## config.mk

```make
export PLATFORM = sky130hd
export DESIGN_NAME = two_phase_task_dispatcher_flat
export DESIGN_NICKNAME = d
export VERILOG_FILES = /design/src/hdl/ttd_pkg.sv /design/src/hdl/ttd_stream_if.sv /design/src/hdl/two_phase_task_dispatcher.sv /design/src/hdl/ttd_cfg.sv /design/src/hdl/ttd_ctrl.sv /design/src/hdl/ttd_dp.sv /design/src/flat_wrapper.sv
export SDC_FILE = /design/constraint.sdc
export NUM_CORES = 1
export LEC_CHECK = 0
export BUFFER_PORTS_ARGS = -buffer_cell sky130_fd_sc_hd__buf_4
export CORE_ASPECT_RATIO = 1.75
export CORE_UTILIZATION = 45
export DETAILED_ROUTE_END_ITERATION = 7
export PLACE_DENSITY = 0.61
export SKIP_CTS_REPAIR_TIMING = 1
export SKIP_LAST_GASP = 1
export SYNTH_ARGS = -nofsm -noshare
export SYNTH_HDL_FRONTEND = slang
export SYNTH_SLANG_ARGS = --single-unit
```

## constraint.sdc

```tcl
create_clock -name clk -period 4.3 [get_ports clk]
set_input_delay 0.645 -clock clk [delete_from_list [all_inputs] [get_ports clk]]
set_output_delay 0.645 -clock clk [all_outputs]
set_load 0.02 [all_outputs]
```

## src/hdl/ttd_pkg.sv

```systemverilog
package ttd_pkg;

  // Default task capacity of each phase.
  localparam int MAX_TASKS_DEF = 64;

  // Fixed field widths.
  localparam int IDX_W  = 6;
  localparam int TOT_W  = 7;
  localparam int KIND_W = 2;

  // The first-free search looks at one slice of this many task bits per cycle.
  localparam int CHUNK_W = 16;
  localparam int PE_W    = $clog2(CHUNK_W);

  // Configuration port geometry.
  localparam int DATA_W = 32;
  localparam int ADDR_W = 3;

  // Action codes.
  localparam logic ACT_ASK    = 1'b0;
  localparam logic ACT_SUBMIT = 1'b1;

  // Submitted task kinds.
  localparam logic [KIND_W-1:0] KIND_MAP    = 2'd0;
  localparam logic [KIND_W-1:0] KIND_REDUCE = 2'd1;

  // Granted task kinds.
  localparam logic [KIND_W-1:0] GK_NONE   = 2'd0;
  localparam logic [KIND_W-1:0] GK_MAP    = 2'd1;
  localparam logic [KIND_W-1:0] GK_REDUCE = 2'd2;

  // Register select, taken from address bit 2.
  localparam logic REG_MAP_TOTAL    = 1'b0;
  localparam logic REG_REDUCE_TOTAL = 1'b1;

  typedef struct packed {
    logic              action;
    logic [KIND_W-1:0] task_kind;
    logic [IDX_W-1:0]  task_index;
  } in_item_t;

  typedef struct packed {
    logic              granted;
    logic [KIND_W-1:0] grant_kind;
    logic [IDX_W-1:0]  grant_index;
    logic              job_finished;
  } out_item_t;

  // Commands from the controller to the datapath.
  typedef struct packed {
    logic load;
    logic step;
    logic submit;
    logic finish;
  } dp_cmd_t;

  // Status from the datapath to the controller.
  typedef struct packed {
    logic hit;
    logic empty;
    logic out_free;
  } dp_stat_t;

endpackage

```

## src/hdl/ttd_stream_if.sv

```systemverilog
interface ttd_stream_if #(
  parameter type payload_t = logic
);
  logic     valid;
  logic     ready;
  payload_t payload;

  modport source (output valid, output payload, input ready);
  modport sink (input valid, input payload, output ready);
endinterface

```

## src/hdl/two_phase_task_dispatcher.sv

```systemverilog
// Channel   Dir  Handshake         Payload
// in_ch     in   valid/ready       action, task_kind, task_index
// out_ch    out  valid/ready       granted, grant_kind, grant_index, job_finished
// cfg       in   psel/penable/pwrite, pready high   map_task_total @0, reduce_task_total @4
//
// A request is captured, then the first-free search walks one 16-task slice per step
// until a free task is found or the mask is empty, and then the result is posted.
// A submit runs through capture, state update, then the finished check and result.
// One transaction is worked at a time; the next is accepted while a result waits.
// Reset is synchronous, active low, and clears all task state and both totals.
// A stalled output register holds the final step until the result slot frees up.
module two_phase_task_dispatcher #(
  parameter int MAX_TASKS = ttd_pkg::MAX_TASKS_DEF
) (
  input  logic                       clk,
  input  logic                       rst_n,
  ttd_stream_if.sink                 in_ch,
  ttd_stream_if.source               out_ch,
  input  logic                       psel,
  input  logic                       penable,
  input  logic                       pwrite,
  input  logic [ttd_pkg::ADDR_W-1:0] paddr,
  input  logic [ttd_pkg::DATA_W-1:0] pwdata,
  output logic [ttd_pkg::DATA_W-1:0] prdata,
  output logic                       pready
);
  import ttd_pkg::*;

  logic [TOT_W-1:0] map_use;
  logic [TOT_W-1:0] red_use;
  dp_cmd_t          cmd;
  dp_stat_t         stat;
  in_item_t         in_item;
  out_item_t        out_item;
  logic             in_ready;
  logic             out_valid;

  assign pready   = 1'b1;
  assign in_item  = in_ch.payload;

  ttd_cfg #(
    .MAX_TASKS (MAX_TASKS)
  ) u_cfg (
    .clk     (clk),
    .rst_n   (rst_n),
    .psel    (psel),
    .penable (penable),
    .pwrite  (pwrite),
    .paddr   (paddr),
    .pwdata  (pwdata),
    .prdata  (prdata),
    .map_use (map_use),
    .red_use (red_use)
  );

  ttd_ctrl u_ctrl (
    .clk       (clk),
    .rst_n     (rst_n),
    .in_valid  (in_ch.valid),
    .in_action (in_item.action),
    .in_ready  (in_ready),
    .stat      (stat),
    .cmd       (cmd)
  );

  ttd_dp #(
    .MAX_TASKS (MAX_TASKS)
  ) u_dp (
    .clk       (clk),
    .rst_n     (rst_n),
    .cmd       (cmd),
    .stat      (stat),
    .in_item   (in_item),
    .map_use   (map_use),
    .red_use   (red_use),
    .out_ready (out_ch.ready),
    .out_valid (out_valid),
    .out_item  (out_item)
  );

  assign in_ch.ready    = in_ready;
  assign out_ch.valid   = out_valid;
  assign out_ch.payload = out_item;

endmodule

```

## src/hdl/ttd_cfg.sv

```systemverilog
module ttd_cfg #(
  parameter int MAX_TASKS = ttd_pkg::MAX_TASKS_DEF
) (
  input  logic                        clk,
  input  logic                        rst_n,
  input  logic                        psel,
  input  logic                        penable,
  input  logic                        pwrite,
  input  logic [ttd_pkg::ADDR_W-1:0]  paddr,
  input  logic [ttd_pkg::DATA_W-1:0]  pwdata,
  output logic [ttd_pkg::DATA_W-1:0]  prdata,
  output logic [ttd_pkg::TOT_W-1:0]   map_use,
  output logic [ttd_pkg::TOT_W-1:0]   red_use
);
  import ttd_pkg::*;

  localparam logic [TOT_W-1:0] CAP = TOT_W'(MAX_TASKS);

  logic [TOT_W-1:0] map_total_r;
  logic [TOT_W-1:0] red_total_r;
  logic             wr_en;

  // A write completes in the access phase; pready is tied high.
  assign wr_en = psel && penable && pwrite;

  always_ff @(posedge clk) begin
    if (!rst_n) begin
      map_total_r <= '0;
      red_total_r <= '0;
    end else if (wr_en) begin
      case (paddr[2])
        REG_MAP_TOTAL:    map_total_r <= pwdata[TOT_W-1:0];
        REG_REDUCE_TOTAL: red_total_r <= pwdata[TOT_W-1:0];
        default:          map_total_r <= map_total_r;
      endcase
    end
  end

  // Read back the stored register values.
  always_comb begin
    case (paddr[2])
      REG_MAP_TOTAL:    prdata = DATA_W'(map_total_r);
      REG_REDUCE_TOTAL: prdata = DATA_W'(red_total_r);
      default:          prdata = '0;
    endcase
  end

  // Totals above the capacity count as the full capacity.
  assign map_use = (map_total_r > CAP) ? CAP : map_total_r;
  assign red_use = (red_total_r > CAP) ? CAP : red_total_r;

endmodule

```

## src/hdl/ttd_ctrl.sv

```systemverilog
module ttd_ctrl (
  input  logic              clk,
  input  logic              rst_n,
  input  logic              in_valid,
  input  logic              in_action,
  output logic              in_ready,
  input  ttd_pkg::dp_stat_t stat,
  output ttd_pkg::dp_cmd_t  cmd
);
  import ttd_pkg::*;

  typedef enum logic [1:0] {
    S_IDLE,
    S_SEARCH,
    S_SUBMIT,
    S_DONE
  } state_t;

  state_t state_r;
  state_t state_nxt;

  always_ff @(posedge clk) begin
    if (!rst_n) begin
      state_r <= S_IDLE;
    end else begin
      state_r <= state_nxt;
    end
  end

  // Next state and datapath commands.
  always_comb begin
    state_nxt = state_r;
    cmd       = '0;
    in_ready  = 1'b0;
    case (state_r)
      S_IDLE: begin
        in_ready = 1'b1;
        if (in_valid) begin
          cmd.load  = 1'b1;
          state_nxt = (in_action == ACT_SUBMIT) ? S_SUBMIT : S_SEARCH;
        end
      end
      S_SEARCH: begin
        cmd.step = 1'b1;
        if (stat.hit || stat.empty) begin
          state_nxt = S_DONE;
        end
      end
      S_SUBMIT: begin
        cmd.submit = 1'b1;
        state_nxt  = S_DONE;
      end
      S_DONE: begin
        // Hold here until the output register can take the result.
        if (stat.out_free) begin
          cmd.finish = 1'b1;
          state_nxt  = S_IDLE;
        end
      end
      default: begin
        state_nxt = S_IDLE;
      end
    endcase
  end

endmodule

```

## src/hdl/ttd_dp.sv

```systemverilog
module ttd_dp #(
  parameter int MAX_TASKS = ttd_pkg::MAX_TASKS_DEF
) (
  input  logic                      clk,
  input  logic                      rst_n,
  input  ttd_pkg::dp_cmd_t          cmd,
  output ttd_pkg::dp_stat_t         stat,
  input  ttd_pkg::in_item_t         in_item,
  input  logic [ttd_pkg::TOT_W-1:0] map_use,
  input  logic [ttd_pkg::TOT_W-1:0] red_use,
  input  logic                      out_ready,
  output logic                      out_valid,
  output ttd_pkg::out_item_t        out_item
);
  import ttd_pkg::*;

  localparam int NCHUNK = (MAX_TASKS + CHUNK_W - 1) / CHUNK_W;
  localparam int SRCH_W = NCHUNK * CHUNK_W;

  // Task state per phase.
  logic [MAX_TASKS-1:0] map_asg_r;
  logic [MAX_TASKS-1:0] map_cmp_r;
  logic [MAX_TASKS-1:0] red_asg_r;
  logic [MAX_TASKS-1:0] red_cmp_r;
  logic [TOT_W-1:0]     map_cnt_r;
  logic [TOT_W-1:0]     red_cnt_r;
  logic                 fin_r;

  // Current transaction and search state.
  in_item_t             item_r;
  logic                 phase_red_r;
  logic [SRCH_W-1:0]    srch_r;
  logic [TOT_W-1:0]     base_r;
  logic                 found_r;
  logic [IDX_W-1:0]     gidx_r;

  // Output register.
  logic                 out_valid_r;
  out_item_t            out_r;

  logic [MAX_TASKS-1:0] map_lim;
  logic [MAX_TASKS-1:0] red_lim;
  logic [MAX_TASKS-1:0] map_free;
  logic [MAX_TASKS-1:0] red_free;
  logic [MAX_TASKS-1:0] idx_hot;
  logic [MAX_TASKS-1:0] grant_hot;
  logic [MAX_TASKS-1:0] map_new;
  logic [MAX_TASKS-1:0] red_new;
  logic                 sel_red;
  logic [CHUNK_W-1:0]   chunk;
  logic [PE_W-1:0]      pe;
  logic                 grant_ok;
  logic                 fin_nxt;
  out_item_t            out_nxt;

  // Per-task limits, free masks and index decodes.
  always_comb begin
    for (int i = 0; i < MAX_TASKS; i++) begin
      map_lim[i]   = TOT_W'(i) < map_use;
      red_lim[i]   = TOT_W'(i) < red_use;
      idx_hot[i]   = item_r.task_index == IDX_W'(i);
      grant_hot[i] = gidx_r == IDX_W'(i);
    end
  end

  assign map_free = ~(map_asg_r | map_cmp_r) & map_lim;
  assign red_free = ~(red_asg_r | red_cmp_r) & red_lim;
  assign map_new  = idx_hot & map_lim & ~map_cmp_r;
  assign red_new  = idx_hot & red_lim & ~red_cmp_r;

  // The map phase is searched until its done count reaches the total.
  assign sel_red = !(map_cnt_r < map_use);

  // Lowest set bit of the current search slice.
  assign chunk = srch_r[CHUNK_W-1:0];
  always_comb begin
    pe = '0;
    for (int i = CHUNK_W - 1; i >= 0; i--) begin
      if (chunk[i]) begin
        pe = PE_W'(i);
      end
    end
  end

  assign stat.hit      = |chunk;
  assign stat.empty    = ~|srch_r;
  assign stat.out_free = !out_valid_r || out_ready;

  // Result assembly; the finished check runs after every submit.
  assign grant_ok = (item_r.action == ACT_ASK) && found_r;
  assign fin_nxt  = fin_r || ((item_r.action == ACT_SUBMIT) &&
                    (map_cnt_r >= map_use) && (red_cnt_r >= red_use));

  always_comb begin
    out_nxt              = '0;
    out_nxt.granted      = grant_ok;
    out_nxt.grant_kind   = GK_NONE;
    out_nxt.job_finished = fin_nxt;
    if (grant_ok) begin
      out_nxt.grant_kind  = phase_red_r ? GK_REDUCE : GK_MAP;
      out_nxt.grant_index = gidx_r;
    end
  end

  // Capture the transaction and walk the free mask one slice per cycle.
  always_ff @(posedge clk) begin
    if (!rst_n) begin
      found_r <= 1'b0;
    end else if (cmd.load) begin
      item_r      <= in_item;
      phase_red_r <= sel_red;
      srch_r      <= sel_red ? SRCH_W'(red_free) : SRCH_W'(map_free);
      base_r      <= '0;
      found_r     <= 1'b0;
    end else if (cmd.step) begin
      if (|chunk) begin
        found_r <= 1'b1;
        gidx_r  <= IDX_W'(base_r + TOT_W'(pe));
      end else begin
        srch_r <= srch_r >> CHUNK_W;
        base_r <= base_r + TOT_W'(CHUNK_W);
      end
    end
  end

  // Task bits, done counts and the sticky finished flag.
  always_ff @(posedge clk) begin
    if (!rst_n) begin
      map_asg_r <= '0;
      map_cmp_r <= '0;
      red_asg_r <= '0;
      red_cmp_r <= '0;
      map_cnt_r <= '0;
      red_cnt_r <= '0;
      fin_r     <= 1'b0;
    end else begin
      if (cmd.submit) begin
        if (item_r.task_kind == KIND_MAP && |map_new) begin
          map_cmp_r <= map_cmp_r | map_new;
          map_asg_r <= map_asg_r & ~map_new;
          map_cnt_r <= map_cnt_r + TOT_W'(1);
        end
        if (item_r.task_kind == KIND_REDUCE && |red_new) begin
          red_cmp_r <= red_cmp_r | red_new;
          red_asg_r <= red_asg_r & ~red_new;
          red_cnt_r <= red_cnt_r + TOT_W'(1);
        end
      end
      if (cmd.finish) begin
        fin_r <= fin_nxt;
        if (grant_ok && phase_red_r) begin
          red_asg_r <= red_asg_r | grant_hot;
        end
        if (grant_ok && !phase_red_r) begin
          map_asg_r <= map_asg_r | grant_hot;
        end
      end
    end
  end

  // Output register; a new result loads only when the slot is free.
  always_ff @(posedge clk) begin
    if (!rst_n) begin
      out_valid_r <= 1'b0;
    end else if (cmd.finish) begin
      out_valid_r <= 1'b1;
      out_r       <= out_nxt;
    end else if (out_ready) begin
      out_valid_r <= 1'b0;
    end
  end

  assign out_valid = out_valid_r;
  assign out_item  = out_r;

endmodule

```

## src/flat_wrapper.sv

```systemverilog
// flat-port wrapper written by rule: the top's interface ports become plain ports
module two_phase_task_dispatcher_flat import ttd_pkg::*;
#(
  parameter int MAX_TASKS = ttd_pkg::MAX_TASKS_DEF
)
  (clk, rst_n, psel, penable, pwrite, paddr, pwdata, prdata, pready, in_ch_valid, in_ch_payload, in_ch_ready, out_ch_valid, out_ch_payload, out_ch_ready);
  ttd_stream_if #(.payload_t(in_item_t)) in_ch_i ();
  ttd_stream_if #(.payload_t(out_item_t)) out_ch_i ();
  input  logic clk;
  input  logic rst_n;
  input  logic psel;
  input  logic penable;
  input  logic pwrite;
  input  logic [ttd_pkg::ADDR_W-1:0] paddr;
  input  logic [ttd_pkg::DATA_W-1:0] pwdata;
  output logic [ttd_pkg::DATA_W-1:0] prdata;
  output logic pready;
  input wire logic [$bits(in_ch_i.valid)-1:0] in_ch_valid;
  input wire logic [$bits(in_ch_i.payload)-1:0] in_ch_payload;
  output wire logic [$bits(in_ch_i.ready)-1:0] in_ch_ready;
  output wire logic [$bits(out_ch_i.valid)-1:0] out_ch_valid;
  output wire logic [$bits(out_ch_i.payload)-1:0] out_ch_payload;
  input wire logic [$bits(out_ch_i.ready)-1:0] out_ch_ready;
  assign in_ch_i.valid = in_ch_valid;
  assign in_ch_i.payload = in_ch_payload;
  assign in_ch_ready = in_ch_i.ready;
  assign out_ch_valid = out_ch_i.valid;
  assign out_ch_payload = out_ch_i.payload;
  assign out_ch_i.ready = out_ch_ready;
  two_phase_task_dispatcher #(.MAX_TASKS(MAX_TASKS)) u_core (.clk(clk), .rst_n(rst_n), .in_ch(in_ch_i), .out_ch(out_ch_i), .psel(psel), .penable(penable), .pwrite(pwrite), .paddr(paddr), .pwdata(pwdata), .prdata(prdata), .pready(pready));
endmodule
```

After elaboration in Yosys (flattened, before gate mapping)
Cells that the tools add are included.
{"block": "word_totals", "regBits": 386, "in_bits": 51}
{"block": "op_classes", "addsub": 4, "order_cmp": 133, "n_eq_ne": 134, "mux": 48, "n_bitwise": 24, "reduce_logical": 37}
{"cell": "$mux 64", "n": 12}
{"cell": "$and 64x64->64", "n": 8}
{"cell": "$lt 6x7->1 const A", "n": 64}
{"cell": "$eq 6x6->1 const B", "n": 64}
{"cell": "$not 64->64", "n": 6}
{"cell": "$or 64x64->64", "n": 6}
{"cell": "$lt 5x7->1 const A", "n": 32}
{"cell": "$eq 6x5->1 const B", "n": 32}
{"cell": "$reduce_or 64->1", "n": 3}
{"cell": "$lt 4x7->1 const A", "n": 16}
{"cell": "$eq 6x4->1 const B", "n": 16}
{"cell": "$mux 4", "n": 16}
{"cell": "$pmux 32 s2", "n": 1}
{"cell": "$lt 3x7->1 const A", "n": 8}
{"cell": "$eq 6x3->1 const B", "n": 8}
{"cell": "$lt 1x7->1 const A", "n": 4}
{"cell": "$lt 2x7->1 const A", "n": 4}
{"cell": "$mux 7", "n": 4}
{"cell": "$eq 6x2->1 const B", "n": 4}
{"cell": "$reduce_or 16->1", "n": 1}
{"cell": "$add 7x1->7 const B", "n": 2}
{"cell": "$ge 7x7->1", "n": 2}
{"cell": "$gt 7x7->1 const B", "n": 2}
{"cell": "$reduce_and 2->1", "n": 7}
{"cell": "other kinds (21)", "n": 58}

Longest topological paths before layout
{"block": "logic_depth", "word_depth": 17, "depth_mapped": 14}

Modules after synthesis
From an unflattened synthesis, not the netlist that was laid out.
{"block": "unflattened", "hier_cells": 2412, "area_unflattened_um2": 19844.0}
{"module": "ttd_dp", "instances": 1, "cells_per_inst": 2286, "area_per_inst_um2": 18734.2}
{"module": "ttd_cfg", "instances": 1, "cells_per_inst": 102, "area_per_inst_um2": 904.6}
{"module": "ttd_ctrl", "instances": 1, "cells_per_inst": 22, "area_per_inst_um2": 193.9}
{"module": "two_phase_task_dispatcher", "instances": 1, "cells_per_inst": 2, "area_per_inst_um2": 11.3}

Least setup slack after synthesis
Ideal clock, no wire load.
{"block": "synth_path", "path_kind": "reg-to-reg", "from": "register u_core.u_ctrl.state_r[0]", "to": "register u_core.u_dp.base_r[4], enable pin", "setup_ns": 0.399, "t_arrival_ns": 2.751, "required_ns": 3.901, "slack_ns": 1.149, "stages_incl_launch_ff": 8, "path_buffers": 2, "cell_sequence": "dfxtp_1 > inv_1 > ha_1 > nand2_1 > clkbuf_1 > clkbuf_1 > nor2_1 > a31o_2"}
{"block": "synth_via", "elab_chain_cells": 4, "word_cells_on_any_way": 7, "cone_classes": "2 x eq/ne; 2 x mux; 3 x reduce/logical"}
{"element": "from (decl)", "line_no": "ttd_ctrl.sv:19", "source": "state_t state_r;"}
{"element": "from (signal assigned)", "line_no": "ttd_ctrl.sv:26", "source": "state_r <= state_nxt;"}
{"element": "$eq 2x1->1 / $logic_not 2->1 (equally long branches)", "line_no": "ttd_ctrl.sv:35", "source": "case (state_r)"}
{"element": "$mux 1", "line_no": "ttd_ctrl.sv:35"}
{"element": "$reduce_bool 2->1 (no line) / $ne 2x1->1 (equally long branches)"}
{"element": "$reduce_and 3->1 (no line) (*)"}
{"element": "to (signal assigned)", "line_no": "ttd_dp.sv:121", "source": "base_r <= base_r + TOT_W'(CHUNK_W);"}
{"element": "to (decl)", "line_no": "ttd_dp.sv:33", "source": "logic [TOT_W-1:0] base_r;"}
Every way passes the cells marked *; elsewhere a longest branch is shown, timed or not.
A chain may end at the register's enable or synchronous reset.

Worst setup path in the final report
{"block": "layout_path", "from": "register u_core.u_dp.item_r[2] (netlist name)", "to": "register u_core.u_dp.red_cmp_r[3]"}
{"block": "layout_via", "elab_chain_cells": 6, "word_cells_on_any_way": 70, "cone_classes": "63 x eq/ne; 3 x bitwise; 4 x reduce/logical"}
{"element": "from (decl)", "line_no": "ttd_dp.sv:30", "source": "in_item_t item_r;"}
{"element": "from (signal assigned)", "line_no": "ttd_dp.sv:110", "source": "item_r <= in_item;"}
{"element": "$eq 6x1->1 (tied with other cells)", "line_no": "ttd_dp.sv:61", "source": "idx_hot[i] = item_r.task_index == IDX_W'(i);"}
{"element": "$and 64x64->64 (*) (2 in series)", "line_no": "ttd_dp.sv:69", "source": "assign red_new = idx_hot & red_lim & ~red_cmp_r;"}
{"element": "$reduce_or 64->1", "line_no": "ttd_dp.sv:143", "source": "if (item_r.task_kind == KIND_REDUCE && |red_new) begin"}
{"element": "$logic_and 1x1->1", "line_no": "ttd_dp.sv:143"}
{"element": "$reduce_and 2->1 (no line)"}
{"element": "to (signal assigned)", "line_no": "ttd_dp.sv:144", "source": "red_cmp_r <= red_cmp_r | red_new;"}
{"element": "to (decl)", "line_no": "ttd_dp.sv:24", "source": "logic [MAX_TASKS-1:0] red_cmp_r;"}
Marks and branches as above.

==> load_flow_metrics.sql <==
INSERT INTO impl_metrics (metric_group, metric, value, unit) VALUES
('synthesis', 'average_size_of_a_mapped_cell', '8.28', 'um2'),
('route', 'dr.first_iter.drc_count', '2862', ''),
('floorplanning', 'row_count', '100', ''),
('sta', 'drv_slew', '1', ''),
('route', 'postRouteAntennaNets', '0', ''),
('grt', 'gr-usage-all-layers', '0.434', ''),
('synthesis', 'synth_commonest_cells', '289 x dfxtp_1, 272 x nor2_1, 237 x nand2_1', ''),
('clock_network', 'cts-htree-levels', '2', ''),
('grt', 'grt_start_max_net_pins', '133', ''),
('floorplanning', 'core-area', '0.0427', 'mm2'),
('setup_path', 'worst_path_largest_cell_delay', '0.78', 'ns'),
('route', 'route.detailed.vias_per_inst', '6.73', ''),
('clock_network', 'cts.sinks', '381', ''),
('placement', 'gp_congestion', '1.07', ''),
('grt', 'grt_antenna_before_repair', '3', ''),
('grt', 'gr-total-overflow', '0', ''),
('setup_path', 'critical_path_capture_point_type', 'flop', ''),
('synthesis', 'ys_types', '89', ''),
('sta', 'worstMarginPinSlew', '1.49', 'ns'),
('power', 'power.ir.vdd_worst', '0.337', 'mV'),
('placement', 'buffers_on_ports', '42', ''),
('cells_and_area', 'flow.area_growth_from_synthesis', '18.7', '%'),
('synthesis', 'synth_top_area_share', '0.296', ''),
('power', 'power.leakage', '8.29', 'nW'),
('outcome', 'failed_checks', 'capacitance limit, slew limit, setup timing', ''),
('sta', 'clock_skew', '0.0193', 'ns'),
('setup_path', 'timing.critical_path.cells', 'or4b_1 > a2111oi_0 > buf_4 > a31oi_1 > buf_4 > nand4_1 > a2111oi_1 > nand4_1 > nand4b_1 > buf_12 > nor2_1 > a32o_1', ''),
('setup_path', 'critical_path_required', '4.80', 'ns'),
('cells_and_area', 'post_route_cell_area', '0.0232', 'mm2'),
('route', 'route.vias.total', '20900', ''),
('sta', 'grt_setup_unrepaired', 'false', ''),
('floorplanning', 'initial_utilization', '0.459', ''),
('clock_network', 'cts_buffer_depth', '3', ''),
('cells_and_area', 'diodes', '0', ''),
('setup_path', 'cp-start-kind', 'flop', ''),
('sta', 'clock.fmax', '232', 'MHz'),
('clock_network', 'clock_tree_from_tritoncts', 'built', ''),
('sta', 'post-route-min-period', '4.32', 'ns'),
('placement', 'detailedPlacementHpwl', '72000', 'um'),
('worst_hold_path', 'worst_min_delay_path_class', 'in2reg', ''),
('cells_and_area', 'post_route_cells_drive_above_1_share', '0.169', ''),
('synthesis', 'cell_types_with_the_largest_area_share_after_synthesis', 'dfxtp_1 30%, edfxtp_1 14%, o21ai_0 5.4%, nor2_1 5.2%, nand2_1 4.5%', ''),
('cells_and_area', 'layout.nets', '2585', ''),
('sta', 'timing.hold.ws', '0.265', 'ns'),
('synthesis', 'synth_flop_cell', 'dfxtp_1', ''),
('synthesis', 'yosys.area.top_type', 'dfxtp_1', ''),
('sta', 'report.final.setup_viol', '5', ''),
('power', 'total_power', '9.00', 'mW'),
('synthesis', 'synthCells', '2364', ''),
('sta', 'finalWorstSetupSlack', '-0.0159', 'ns'),
('clock_network', 'number_of_cts_inserted_buffers', '41', ''),
('run', 'maxCapViolations', '1', ''),
('route', 'firstDrtPassIters', '6', ''),
('route', 'avgRoutedWirePerCell', '31.3', 'um'),
('setup_path', 'critPathArrivalTime', '4.81', 'ns'),
('floorplanning', 'chipHeight', '278', 'um'),
('grt', 'grt_pass1_vias', '19900', ''),
('sta', 'timing.slew.headroom', '-0.0218', ''),
('sta', 'hold_viol', '0', ''),
('placement', 'place_area', '0.0219', 'mm2'),
('synthesis', 'netlist_area', '0.0196', 'mm2'),
('synthesis', 'synth.ff_latch_count', '381', ''),
('synthesis', 'synth-seq-area-share', '0.437', ''),
('outcome', 'status', 'finished with violations', ''),
('grt', 'grt_first_pass_wirelength', '138000', 'um'),
('setup_path', 'timing.critical_path.fanout_max', '9', ''),
('floorplanning', 'floorplan.io_pins', '96', ''),
('synthesis', 'async_flop_share', '0', ''),
('clock_network', 'path_clk_slew', '0.06', 'ns'),
('synthesis', 'yosys_warnings', '0', ''),
('power', 'powerDensity', '387', 'mW/mm2'),
('floorplanning', 'dieArea', '0.0444', 'mm2'),
('synthesis', 'yosys.cell_count.top_type', 'dfxtp_1', ''),
('sta', 'post_route_fraction_of_the_period_consumed_by_the_critical_path', '1.00', ''),
('floorplanning', 'floorplan.die.width', '160', 'um'),
('cells_and_area', 'nFillCells', '4061', ''),
('route', 'remaining_drc_errors', '0', ''),
('route', 'routed_wirelength', '97300', 'um'),
('clock_network', 'clockRootBuffer', 'clkbuf_16', ''),
('clock_network', 'clkLatencyLatePin', '0.56', 'ns'),
('synthesis', 'synth_enable_flop_cells', '92', ''),
('setup_path', 'worstSetupPathType', 'reg2reg', ''),
('setup_path', 'critical_path.slowest_cell', 'or4b_1', '');
==> layout by cell type (no fill, tap or decap), drive strengths merged, types with 54 or more instances in the layout <==
cell,count
nor3,94
o31ai,54
a21oi,170
dfxtp,289
a31oi,69
nor4,128
buf,301
nand2,237
nor2,274
edfxtp,92
o21ai,219
==> area by class of cell <==
| cell class | count | area [um2] | area share |
|---|---|---|---|
| clock buffer | 51 | 1120 | 0.0480 |
| clock inverter | 22 | 220 | 0.00947 |
| sequential | 381 | 8550 | 0.368 |
| timing repair buffer | 302 | 2470 | 0.106 |
| inverter | 33 | 124 | 0.00533 |
| multi-input combinational | 1755 | 10100 | 0.433 |
| tap | 561 | 702 | 0.0302 |
==> per-layer routing <==
layer / GRT usage / share of wire / up-vias
li1: - / - / 9077
met1: 0.482 / 0.34 / 9892
met2: 0.682 / 0.44 / 1480
met3: 0.0954 / 0.097 / 442
met4: 0.416 / 0.12 / 4
met5: 0 / 0.00030 / -
==> flip-flops by register name, indices dropped and copies added (netlist names), 2 cells and up <==
signal                    cells
u_core.u_dp.red_asg_r        64
u_core.u_dp.base_r            2
u_core.u_dp.item_r            9
u_core.u_dp.red_cmp_r        64
u_core.u_dp.gidx_r            6
u_core.u_dp.out_item         10
u_core.u_dp.map_asg_r        64
u_core.u_cfg.red_total_r      7
u_core.u_dp.srch_r           64
u_core.u_dp.map_cnt_r         7
u_core.u_dp.map_cmp_r        64
u_core.u_dp.red_cnt_r         7
u_core.u_cfg.map_total_r      7
u_core.u_ctrl.state_r         2
==> per-stage QoR <==
stage / std cells / setup TNS, ns / utilization / setup WS, ns
after floorplan: 2388 / 0 / - / 1.15
after global placement: 3032 / 0 / 0.513 / 0.160
after detailed placement: 3032 / 0 / 0.513 / 0.109
after CTS: 3105 / 0 / 0.545 / 0.124
after global routing: 3105 / 0 / 0.545 / 0.0201
final: 3105 / -0.0587 / 0.545 / -0.0159
==> kinds of logic (layout without fill, tap and decap cells) <==
group | after synthesis | in the layout | share of synthesized area
XOR/XNOR | 3 | 3 | 0.00134
flip-flops | 381 | 381 | 0.437
buffers and inverters | 252 | 408 | 0.0574
other | 2 | 26 | 0.000384
adder cells (fa/ha/maj) | 20 | 20 | 0.0128
AND/OR/NAND/NOR | 976 | 976 | 0.251
AO/OA/AOI/OAI | 716 | 716 | 0.232
multiplexers | 14 | 14 | 0.00754
==> final timing paths <==
path	endpoint	startpoint	slack, ns	cells past startpoint
worst max-delay path	u_core.u_dp.red_cmp_r[3]$_SDFFE_PN0P_	u_core.u_dp.item_r[2]$_DFFE_PP_	-0.02	12
worst min-delay path	u_core.u_dp.item_r[0]$_DFFE_PP_	in_ch_payload[0]	0.26	1
worst max register to register	u_core.u_dp.red_cmp_r[3]$_SDFFE_PN0P_	u_core.u_dp.item_r[2]$_DFFE_PP_	-0.02	12
worst min register to register	u_core.u_dp.map_cmp_r[63]$_SDFFE_PN0P_	u_core.u_dp.map_cmp_r[63]$_SDFFE_PN0P_	0.46	2
==> power breakdown <==
group | total (mW) | switching [mW] | internal (mW)
clock | 3.65 | 1.57 | 2.09
combinational | 1.36 | 0.975 | 0.383
sequential | 3.99 | 0.136 | 3.86
total | 9.00 | 2.68 | 6.33
==> critical path, delay by kind of cell (launching register included) <==
kind	cells	cell delay (ns)
flops	1	0.46
simple gates	5	2.14
compound gates	4	1.02
buf+inv	3	0.59
No activity file was read; power rests on OpenSTA's default activity.
